File: config.mk
export PLATFORM = sky130hd
export DESIGN_NAME = prla_ctrl
export DESIGN_NICKNAME = d
export VERILOG_FILES = /design/src/hdl/prla_pkg.sv /design/src/hdl/prla_ctrl.sv
export SDC_FILE = /design/constraint.sdc
export NUM_CORES = 1
export LEC_CHECK = 0
export ABC_AREA = 1
export BUFFER_PORTS_ARGS = -buffer_cell sky130_fd_sc_hd__buf_2
export CAP_MARGIN = 30
export CORE_MARGIN = 2
export CORE_UTILIZATION = 42
export DETAILED_ROUTE_END_ITERATION = 10
export HOLD_SLACK_MARGIN = 0.1
export PLACE_DENSITY = 0.73
export SYNTH_ARGS = -nofsm -noshare
export SYNTH_HDL_FRONTEND = slang
export SYNTH_SLANG_ARGS = --single-unit
File: constraint.sdc
create_clock -name clk_i -period 4.1 [get_ports clk_i]
set_clock_uncertainty 0.05 [all_clocks]
set_input_delay 0.205 -clock clk_i [delete_from_list [all_inputs] [get_ports clk_i]]
set_output_delay 0.205 -clock clk_i [all_outputs]
set_load 0.03 [all_outputs]
File: src/hdl/prla_pkg.sv
// ----------------------------------------------------------------------------
// Page region allocator package
// Shared sizes, codes, datapath commands and the datapath status bundle.
// ----------------------------------------------------------------------------
package prla_pkg;

  localparam int unsigned PW     = 12;
  localparam int unsigned NPAGES = 2 ** PW;
  localparam int unsigned NREG   = 64;
  localparam int unsigned NPEND  = 64;
  localparam int unsigned AW     = $clog2(NREG);
  localparam int unsigned CW     = $clog2(NREG + 1);
  localparam int unsigned PAW    = $clog2(NPEND);
  localparam int unsigned PCW    = $clog2(NPEND + 1);

  typedef logic [PW-1:0] page_t;

  typedef struct packed {
    page_t s;
    page_t l;
  } span_t;

  localparam logic [1:0] OP_ALLOC   = 2'd0;
  localparam logic [1:0] OP_FREE    = 2'd1;
  localparam logic [1:0] OP_REALLOC = 2'd2;

  localparam logic [1:0] ST_OK      = 2'd0;
  localparam logic [1:0] ST_NOSPACE = 2'd1;
  localparam logic [1:0] ST_FULL    = 2'd2;

  typedef enum logic [5:0] {
    DP_NOP,
    DP_INIT,
    DP_LATCH,
    DP_G_RD,
    DP_FR_PUSH,
    DP_SET_ST1,
    DP_SET_ST2,
    DP_RE_KEEP,
    DP_RE_GROW,
    DP_RD_I,
    DP_RD_IM1,
    DP_RD_I1,
    DP_RD_K1,
    DP_RD_KM1,
    DP_I_INC,
    DP_TK_INIT,
    DP_TK_STEP,
    DP_TK_TAKE,
    DP_GR_TAKE,
    DP_DR_WR,
    DP_DR_END,
    DP_AL_OK,
    DP_AL_FAIL,
    DP_RA_INIT,
    DP_RA_RD,
    DP_RA_LD,
    DP_RA_NEXT,
    DP_RA_KEEP,
    DP_RA_END,
    DP_RS_STEP,
    DP_RS_M1,
    DP_RS_M2,
    DP_INS_INIT,
    DP_INS_WR,
    DP_INS_PUT,
    DP_JN_INIT,
    DP_JN_LDA,
    DP_JN_MRG,
    DP_JN_ADV,
    DP_OUT
  } dp_cmd_e;

  typedef struct packed {
    logic       init;
    logic [1:0] op;
    logic       gp_zero;
    logic       req_zero;
    logic       top;
    logic       pend_full;
    logic       free_full;
    logic       tk_end;
    logic       fit;
    logic       tk_zero;
    logic       keep;
    logic       gr_fit;
    logic       gr_zero;
    logic       dr_more;
    logic       ra_end;
    logic       ra_skip;
    logic       i_end;
    logic       rs_brk;
    logic       c1;
    logic       c2;
    logic       ins_more;
    logic       jn_small;
    logic       jn_end;
    logic       jn_adj;
  } dp_stat_t;

endpackage

File: src/hdl/prla_ctrl.sv
// ----------------------------------------------------------------------------
// Page region allocator controller
// Sequences scans, merges, shifts and result hand-off through datapath commands.
// ----------------------------------------------------------------------------
module prla_ctrl (
  input  logic               clk_i,
  input  logic               rst_ni,
  input  logic               in_valid_i,
  input  logic               out_stall_i,
  input  prla_pkg::dp_stat_t stat_i,
  output prla_pkg::dp_cmd_e  cmd_o,
  output logic               in_stall_o,
  output logic               out_valid_o
);
  import prla_pkg::*;

  typedef enum logic [4:0] {
    S_IDLE, S_DISP, S_FREE, S_RE_CHK, S_GR_CHK, S_GR_EV, S_GR_MISS,
    S_AL_START, S_TK_START, S_TK_CHK, S_TK_EV, S_TK_HIT, S_TK_MISS,
    S_DR_CHK, S_DR_WR, S_RA_CHK, S_RA_EV, S_RA_DONE, S_RS_CHK, S_RS_EV,
    S_RS_DEC, S_INS_CHK, S_INS_WR, S_JN_START, S_JN_LD, S_JN_CHK, S_JN_EV,
    S_FIN
  } state_e;

  typedef enum logic [1:0] {R_TAKE, R_GROW, R_JOIN} dret_e;
  typedef enum logic {R_ALLOC, R_RE} rret_e;

  state_e state_q, state_d;
  dret_e  dret_q, dret_d;
  rret_e  rret_q, rret_d;
  logic   phase_q, phase_d;
  logic   ovalid_q, ovalid_d;

  always_comb begin
    state_d  = state_q;
    dret_d   = dret_q;
    rret_d   = rret_q;
    phase_d  = phase_q;
    ovalid_d = ovalid_q && out_stall_i;
    cmd_o    = DP_NOP;
    case (state_q)
      S_IDLE: begin
        if (stat_i.init) begin
          cmd_o = DP_INIT;
        end else if (in_valid_i) begin
          cmd_o   = DP_LATCH;
          state_d = S_DISP;
        end
      end
      S_DISP: begin
        case (stat_i.op)
          OP_ALLOC: state_d = S_AL_START;
          OP_FREE: begin
            if (stat_i.gp_zero) begin
              state_d = S_FIN;
            end else begin
              cmd_o   = DP_G_RD;
              state_d = S_FREE;
            end
          end
          OP_REALLOC: begin
            if (stat_i.gp_zero) begin
              state_d = S_AL_START;
            end else begin
              cmd_o   = DP_G_RD;
              state_d = S_RE_CHK;
            end
          end
          default: state_d = S_FIN;
        endcase
      end
      S_FREE: begin
        cmd_o   = stat_i.pend_full ? DP_SET_ST2 : DP_FR_PUSH;
        state_d = S_FIN;
      end
      S_RE_CHK: begin
        if (stat_i.keep) begin
          cmd_o   = DP_RE_KEEP;
          state_d = S_FIN;
        end else begin
          cmd_o   = DP_RE_GROW;
          state_d = S_GR_CHK;
        end
      end
      S_GR_CHK: begin
        if (stat_i.i_end) begin
          state_d = S_GR_MISS;
        end else begin
          cmd_o   = DP_RD_I;
          state_d = S_GR_EV;
        end
      end
      S_GR_EV: begin
        if (stat_i.gr_fit) begin
          cmd_o = DP_GR_TAKE;
          if (stat_i.gr_zero) begin
            dret_d  = R_GROW;
            state_d = S_DR_CHK;
          end else begin
            state_d = S_FIN;
          end
        end else begin
          cmd_o   = DP_I_INC;
          state_d = S_GR_CHK;
        end
      end
      S_GR_MISS: begin
        if (stat_i.pend_full) begin
          cmd_o   = DP_RA_INIT;
          rret_d  = R_RE;
          state_d = S_RA_CHK;
        end else begin
          state_d = S_AL_START;
        end
      end
      S_AL_START: begin
        if (stat_i.req_zero) begin
          cmd_o   = DP_SET_ST1;
          state_d = S_FIN;
        end else begin
          phase_d = 1'b0;
          cmd_o   = DP_TK_INIT;
          state_d = S_TK_CHK;
        end
      end
      S_TK_START: begin
        cmd_o   = DP_TK_INIT;
        state_d = S_TK_CHK;
      end
      S_TK_CHK: begin
        if (stat_i.tk_end) begin
          state_d = S_TK_MISS;
        end else begin
          cmd_o   = stat_i.top ? DP_RD_IM1 : DP_RD_I;
          state_d = S_TK_EV;
        end
      end
      S_TK_EV: begin
        if (stat_i.fit) begin
          cmd_o = DP_TK_TAKE;
          if (stat_i.tk_zero) begin
            dret_d  = R_TAKE;
            state_d = S_DR_CHK;
          end else begin
            state_d = S_TK_HIT;
          end
        end else begin
          cmd_o   = DP_TK_STEP;
          state_d = S_TK_CHK;
        end
      end
      S_TK_HIT: begin
        cmd_o   = DP_AL_OK;
        state_d = S_FIN;
      end
      S_TK_MISS: begin
        if (phase_q) begin
          cmd_o   = DP_AL_FAIL;
          state_d = S_FIN;
        end else begin
          phase_d = 1'b1;
          cmd_o   = DP_RA_INIT;
          rret_d  = R_ALLOC;
          state_d = S_RA_CHK;
        end
      end
      S_DR_CHK: begin
        if (stat_i.dr_more) begin
          cmd_o   = DP_RD_K1;
          state_d = S_DR_WR;
        end else begin
          cmd_o = DP_DR_END;
          case (dret_q)
            R_TAKE:  state_d = S_TK_HIT;
            R_GROW:  state_d = S_FIN;
            default: state_d = S_JN_CHK;
          endcase
        end
      end
      S_DR_WR: begin
        cmd_o   = DP_DR_WR;
        state_d = S_DR_CHK;
      end
      S_RA_CHK: begin
        if (stat_i.ra_end) begin
          cmd_o   = DP_RA_END;
          state_d = (rret_q == R_ALLOC) ? S_TK_START : S_RA_DONE;
        end else begin
          cmd_o   = DP_RA_RD;
          state_d = S_RA_EV;
        end
      end
      S_RA_EV: begin
        if (stat_i.ra_skip) begin
          cmd_o   = DP_RA_NEXT;
          state_d = S_RA_CHK;
        end else begin
          cmd_o   = DP_RA_LD;
          state_d = S_RS_CHK;
        end
      end
      S_RA_DONE: begin
        if (stat_i.pend_full) begin
          cmd_o   = DP_SET_ST2;
          state_d = S_FIN;
        end else begin
          state_d = S_AL_START;
        end
      end
      S_RS_CHK: begin
        if (stat_i.i_end) begin
          state_d = S_RS_DEC;
        end else begin
          cmd_o   = DP_RD_I;
          state_d = S_RS_EV;
        end
      end
      S_RS_EV: begin
        if (stat_i.rs_brk) begin
          state_d = S_RS_DEC;
        end else begin
          cmd_o   = DP_RS_STEP;
          state_d = S_RS_CHK;
        end
      end
      S_RS_DEC: begin
        if (stat_i.c1) begin
          cmd_o   = DP_RS_M1;
          state_d = S_JN_START;
        end else if (stat_i.c2) begin
          cmd_o   = DP_RS_M2;
          state_d = S_JN_START;
        end else if (stat_i.free_full) begin
          cmd_o   = DP_RA_KEEP;
          state_d = S_RA_CHK;
        end else begin
          cmd_o   = DP_INS_INIT;
          state_d = S_INS_CHK;
        end
      end
      S_INS_CHK: begin
        if (stat_i.ins_more) begin
          cmd_o   = DP_RD_KM1;
          state_d = S_INS_WR;
        end else begin
          cmd_o   = DP_INS_PUT;
          state_d = S_JN_START;
        end
      end
      S_INS_WR: begin
        cmd_o   = DP_INS_WR;
        state_d = S_INS_CHK;
      end
      S_JN_START: begin
        if (stat_i.jn_small) begin
          cmd_o   = DP_RA_NEXT;
          state_d = S_RA_CHK;
        end else begin
          cmd_o   = DP_JN_INIT;
          state_d = S_JN_LD;
        end
      end
      S_JN_LD: begin
        cmd_o   = DP_JN_LDA;
        state_d = S_JN_CHK;
      end
      S_JN_CHK: begin
        if (stat_i.jn_end) begin
          cmd_o   = DP_RA_NEXT;
          state_d = S_RA_CHK;
        end else begin
          cmd_o   = DP_RD_I1;
          state_d = S_JN_EV;
        end
      end
      S_JN_EV: begin
        if (stat_i.jn_adj) begin
          cmd_o   = DP_JN_MRG;
          dret_d  = R_JOIN;
          state_d = S_DR_CHK;
        end else begin
          cmd_o   = DP_JN_ADV;
          state_d = S_JN_CHK;
        end
      end
      S_FIN: begin
        if (!ovalid_q || !out_stall_i) begin
          cmd_o    = DP_OUT;
          ovalid_d = 1'b1;
          state_d  = S_IDLE;
        end
      end
      default: state_d = S_IDLE;
    endcase
  end

  always_ff @(posedge clk_i or negedge rst_ni) begin
    if (!rst_ni) begin
      state_q  <= S_IDLE;
      dret_q   <= R_TAKE;
      rret_q   <= R_ALLOC;
      phase_q  <= 1'b0;
      ovalid_q <= 1'b0;
    end else begin
      state_q  <= state_d;
      dret_q   <= dret_d;
      rret_q   <= rret_d;
      phase_q  <= phase_d;
      ovalid_q <= ovalid_d;
    end
  end

  assign in_stall_o  = (state_q != S_IDLE) || stat_i.init;
  assign out_valid_o = ovalid_q;

endmodule

==> impl_results.md <==
- Power Density: 702 mW/mm^2
- Synth Cell Area: between 0.0015 and 0.002 sq mm
- CTS tree: built
- Post-CTS sizing: 0
- Leakage power: 1.21 nW
- Vias in the first global route: 2,023
- CTS clk-pin slew, worst paths: 0.05 ns
- Placer Congestion: 1.01
- FF-to-FF End: state_q[0]
- Reg-to-Reg Start: state_q[4]
- Via density: 5.50
- Fmax: 391 MHz
- Status: complete, no violations
- Switching power: 0.000879 W
- Final Cell Area: roughly 0.002 sq mm
- Area growth, synth to finish: 16.1%
- Compound-cell area share of the yosys netlist: 0.0735
- Worst hold path class: in -> reg
- Global-route wire length before repair: 10,300 um
- Reg-to-reg slack, setup: 1.98 ns
- R2r worst-path depth: 9
- First drt pass iteration count: 5
- Yosys warns: 0
- Hold depth: 3
- Gr ovfl total: 0
- Final HPWL DP: 5780 um
- Arrival @ worst endpoint: 2.30 ns
- Hold WS: about 0.17 ns
- Met3 global-route usage: 0.0773
- Setup Total Neg Slack: 0 ns
- CTS sink count: 10
- Reg power frac: 0.170
- Via count: 2,198
- Commonest non-fill, non-tap cell in the layout: nand2_1
- Comb power frac: 0.758
- Worst Setup Start Kind: flip-flop
- Post-synthesis sequential area ratio: 0.145
- Initial antenna violation count: 0
- GR peak layer: met2
- Routed WL: 6770 um
- Placed Cells: 396
- Commonest non-fill, non-tap cells in the layout: nand2_1 (91), nor2_1 (50), inv_1 (40)
- Initial Util: 0.433
- Die ar.: roughly 0.0046 sq mm
- Largest net degree at the start of global routing: 12
- FILL cells: between 400 and 500
- Mapped Avg Cell Area: ~5.5 sq um
- RSZ-0062 raised after global routing: no
- Non-filler cells, final: 400
- # diodes: 0
- Int Power: between 0.0005 and 0.0006 W
- Share of layout cells above drive strength 1: 0.209
- IO buf count: 36
- Hold Path Sink: out_valid_o
- Cell row count: 23
- XOR/XNOR Fraction of Synth Area: 0
- Synth Area in Adders: 0.0291
- GR Util All Layers: 0.314
- Syn Inst Count: around 310
- CP max FO: 11
- CORE AREA: 0.00397 sq mm
- First-iteration detailed-routing DRC count: about 260
- Die height: 68 um
- Die Width: between 60 and 70 um
- Hold Path Origin: out_stall_i
- Kind of end point of the critical path: output port
- Critical Path RT: between 3 and 4 ns
- M2 GR Usage: 0.505
- Post-synthesis mux area share: 0
- DP Area: around 0.0019 sq mm
- Crit Path Class: reg -> out
- Actual slew at the worst max-slew pin: between 0.5 and 0.6 ns
- Max Slew Vio Count: 0
- Net Count, Synth: approximately 350
- IR drop worst, VDD: between 0.3 and 0.4 mV
- DRC errors left: 0
- Clk pwr share: 0.072
- Period utilization: 0.624
- Library cells used by synthesis: 29
- Met1 usage: 0.418
- # H-tree levels: 1
- Rel. slew slack: 0.631
- Clock latency at the later pin of the worst-skew pair: around 0.24 ns
- Synth area leader: nand2_1
- Detail Route Antenna Nets: 0
- Clock buffer depth: 2
- Hold-fix buffers, CTS: 1
- # IOs: 37
- Fin util: 0.503
- Switching share of power: 0.627
- Post-CTS setup buffers: 0
- Final net count: 385
- Synth area leaders: nand2_1 (20%), dfrtp_1 (15%), nor2_1 (11%)
- CTS Root Cell: clkbuf_8
- Final hold vios: 0
- Tmin final: about 2.6 ns
- Main combinational cell family by area after synthesis: simple AND/OR/NAND/NOR gates
- Wirelength per Cell: approximately 17 um
- Max-Cap Viols: 0
- Yosys top cell area share: 0.199
- Simple-Gate Fraction of Synth Area: 0.641
- CTS Buf Count: 3
- FF+latch count, synth: 10
- # setup viols final: 0
==> state kept, by name, summed over array words and instances, names as in the netlist <==
signal and cells:
out_valid_o 1, state_q 5, phase_q 1, dret_q 2
rret_q 1
==> metal layers <==
layer | vias to the layer above | routed length, um
li1 | 1082 | -
met1 | 995 | 2810
met2 | 111 | 3190
met3 | 10 | 638
met4 | 0 | 135
met5 | - | 0
==> worst max path at each step <==
stage / slack, ns / cells after the start / startpoint / to
6_report: 1.54 / 10 / state_q[4] / cmd_o[0]
5_1_grt: 1.44 / 10 / state_q[4] / cmd_o[0]
4_1_cts: 1.59 / 10 / state_q[4] / cmd_o[0]
3_5_place_dp: 1.86 / 10 / state_q[4] / cmd_o[0]
3_3_place_gp: 1.84 / 10 / state_q[4] / cmd_o[0]
2_1_floorplan: 2.41 / 9 / state_q[2] / cmd_o[0]
==> cell type report <==
cell class	instances	area, sq um	share of cell area
clock buffers	3	41.3	0.0207
inverters	46	175	0.0877
multi-input cells	254	1280	0.640
flip-flops and latches	10	250	0.125
well taps	50	62.6	0.0313
repair buffers	37	190	0.0952
==> stage by stage <==
step                      total power, W  setup slack (ns)
final                            0.00140              1.54
after global routing             0.00152              1.44
after CTS                        0.00139              1.59
after detailed placement         0.00129              1.86
after global placement           0.00130              1.84
after floorplan                 0.000998              2.41
==> kinds of logic (layout without fill, tap and decap cells) <==
family,count (synthesis),in the layout
AO/OA/AOI/OAI,22,22
adder cells (fa/ha/maj),4,4
buffers and inverters,48,86
flip-flops,10,10
AND/OR/NAND/NOR,228,228
==> Yosys cell counts, drive strengths merged <==
master and n:
a21oi 7, ha 4, o211ai 3, dfrtp 10, a31oi 1, nor3b 1
nor2 63, nand2 97, nand4 12, o21ai 11, nand3 37, buf 2
nor3 15, inv 46, nor4 1, or2 2
==> power by group through the flow <==
stage | combinational [W] | sequential [W] | clock (W)
after floorplan | 0.000801 | 0.000197 | 0
after global placement | 0.00106 | 0.000235 | 0
after detailed placement | 0.00105 | 0.000237 | 0
after CTS | 0.00105 | 0.000236 | 0.000104
after global routing | 0.00116 | 0.000243 | 0.000110
final | 0.00106 | 0.000238 | 0.000101
==> critical path: stages, from the launching register on <==
cell     delay, ns
dfrtp_1       0.68
inv_2         0.23
nor2_4        0.24
nand2_1       0.10
or2_4         0.27
nand2_1       0.06
nor2_1        0.07
nand2_1       0.10
nor2_1        0.05
nand2_1       0.05
buf_2         0.19
Note: power is estimated with default switching activity, not from simulation.
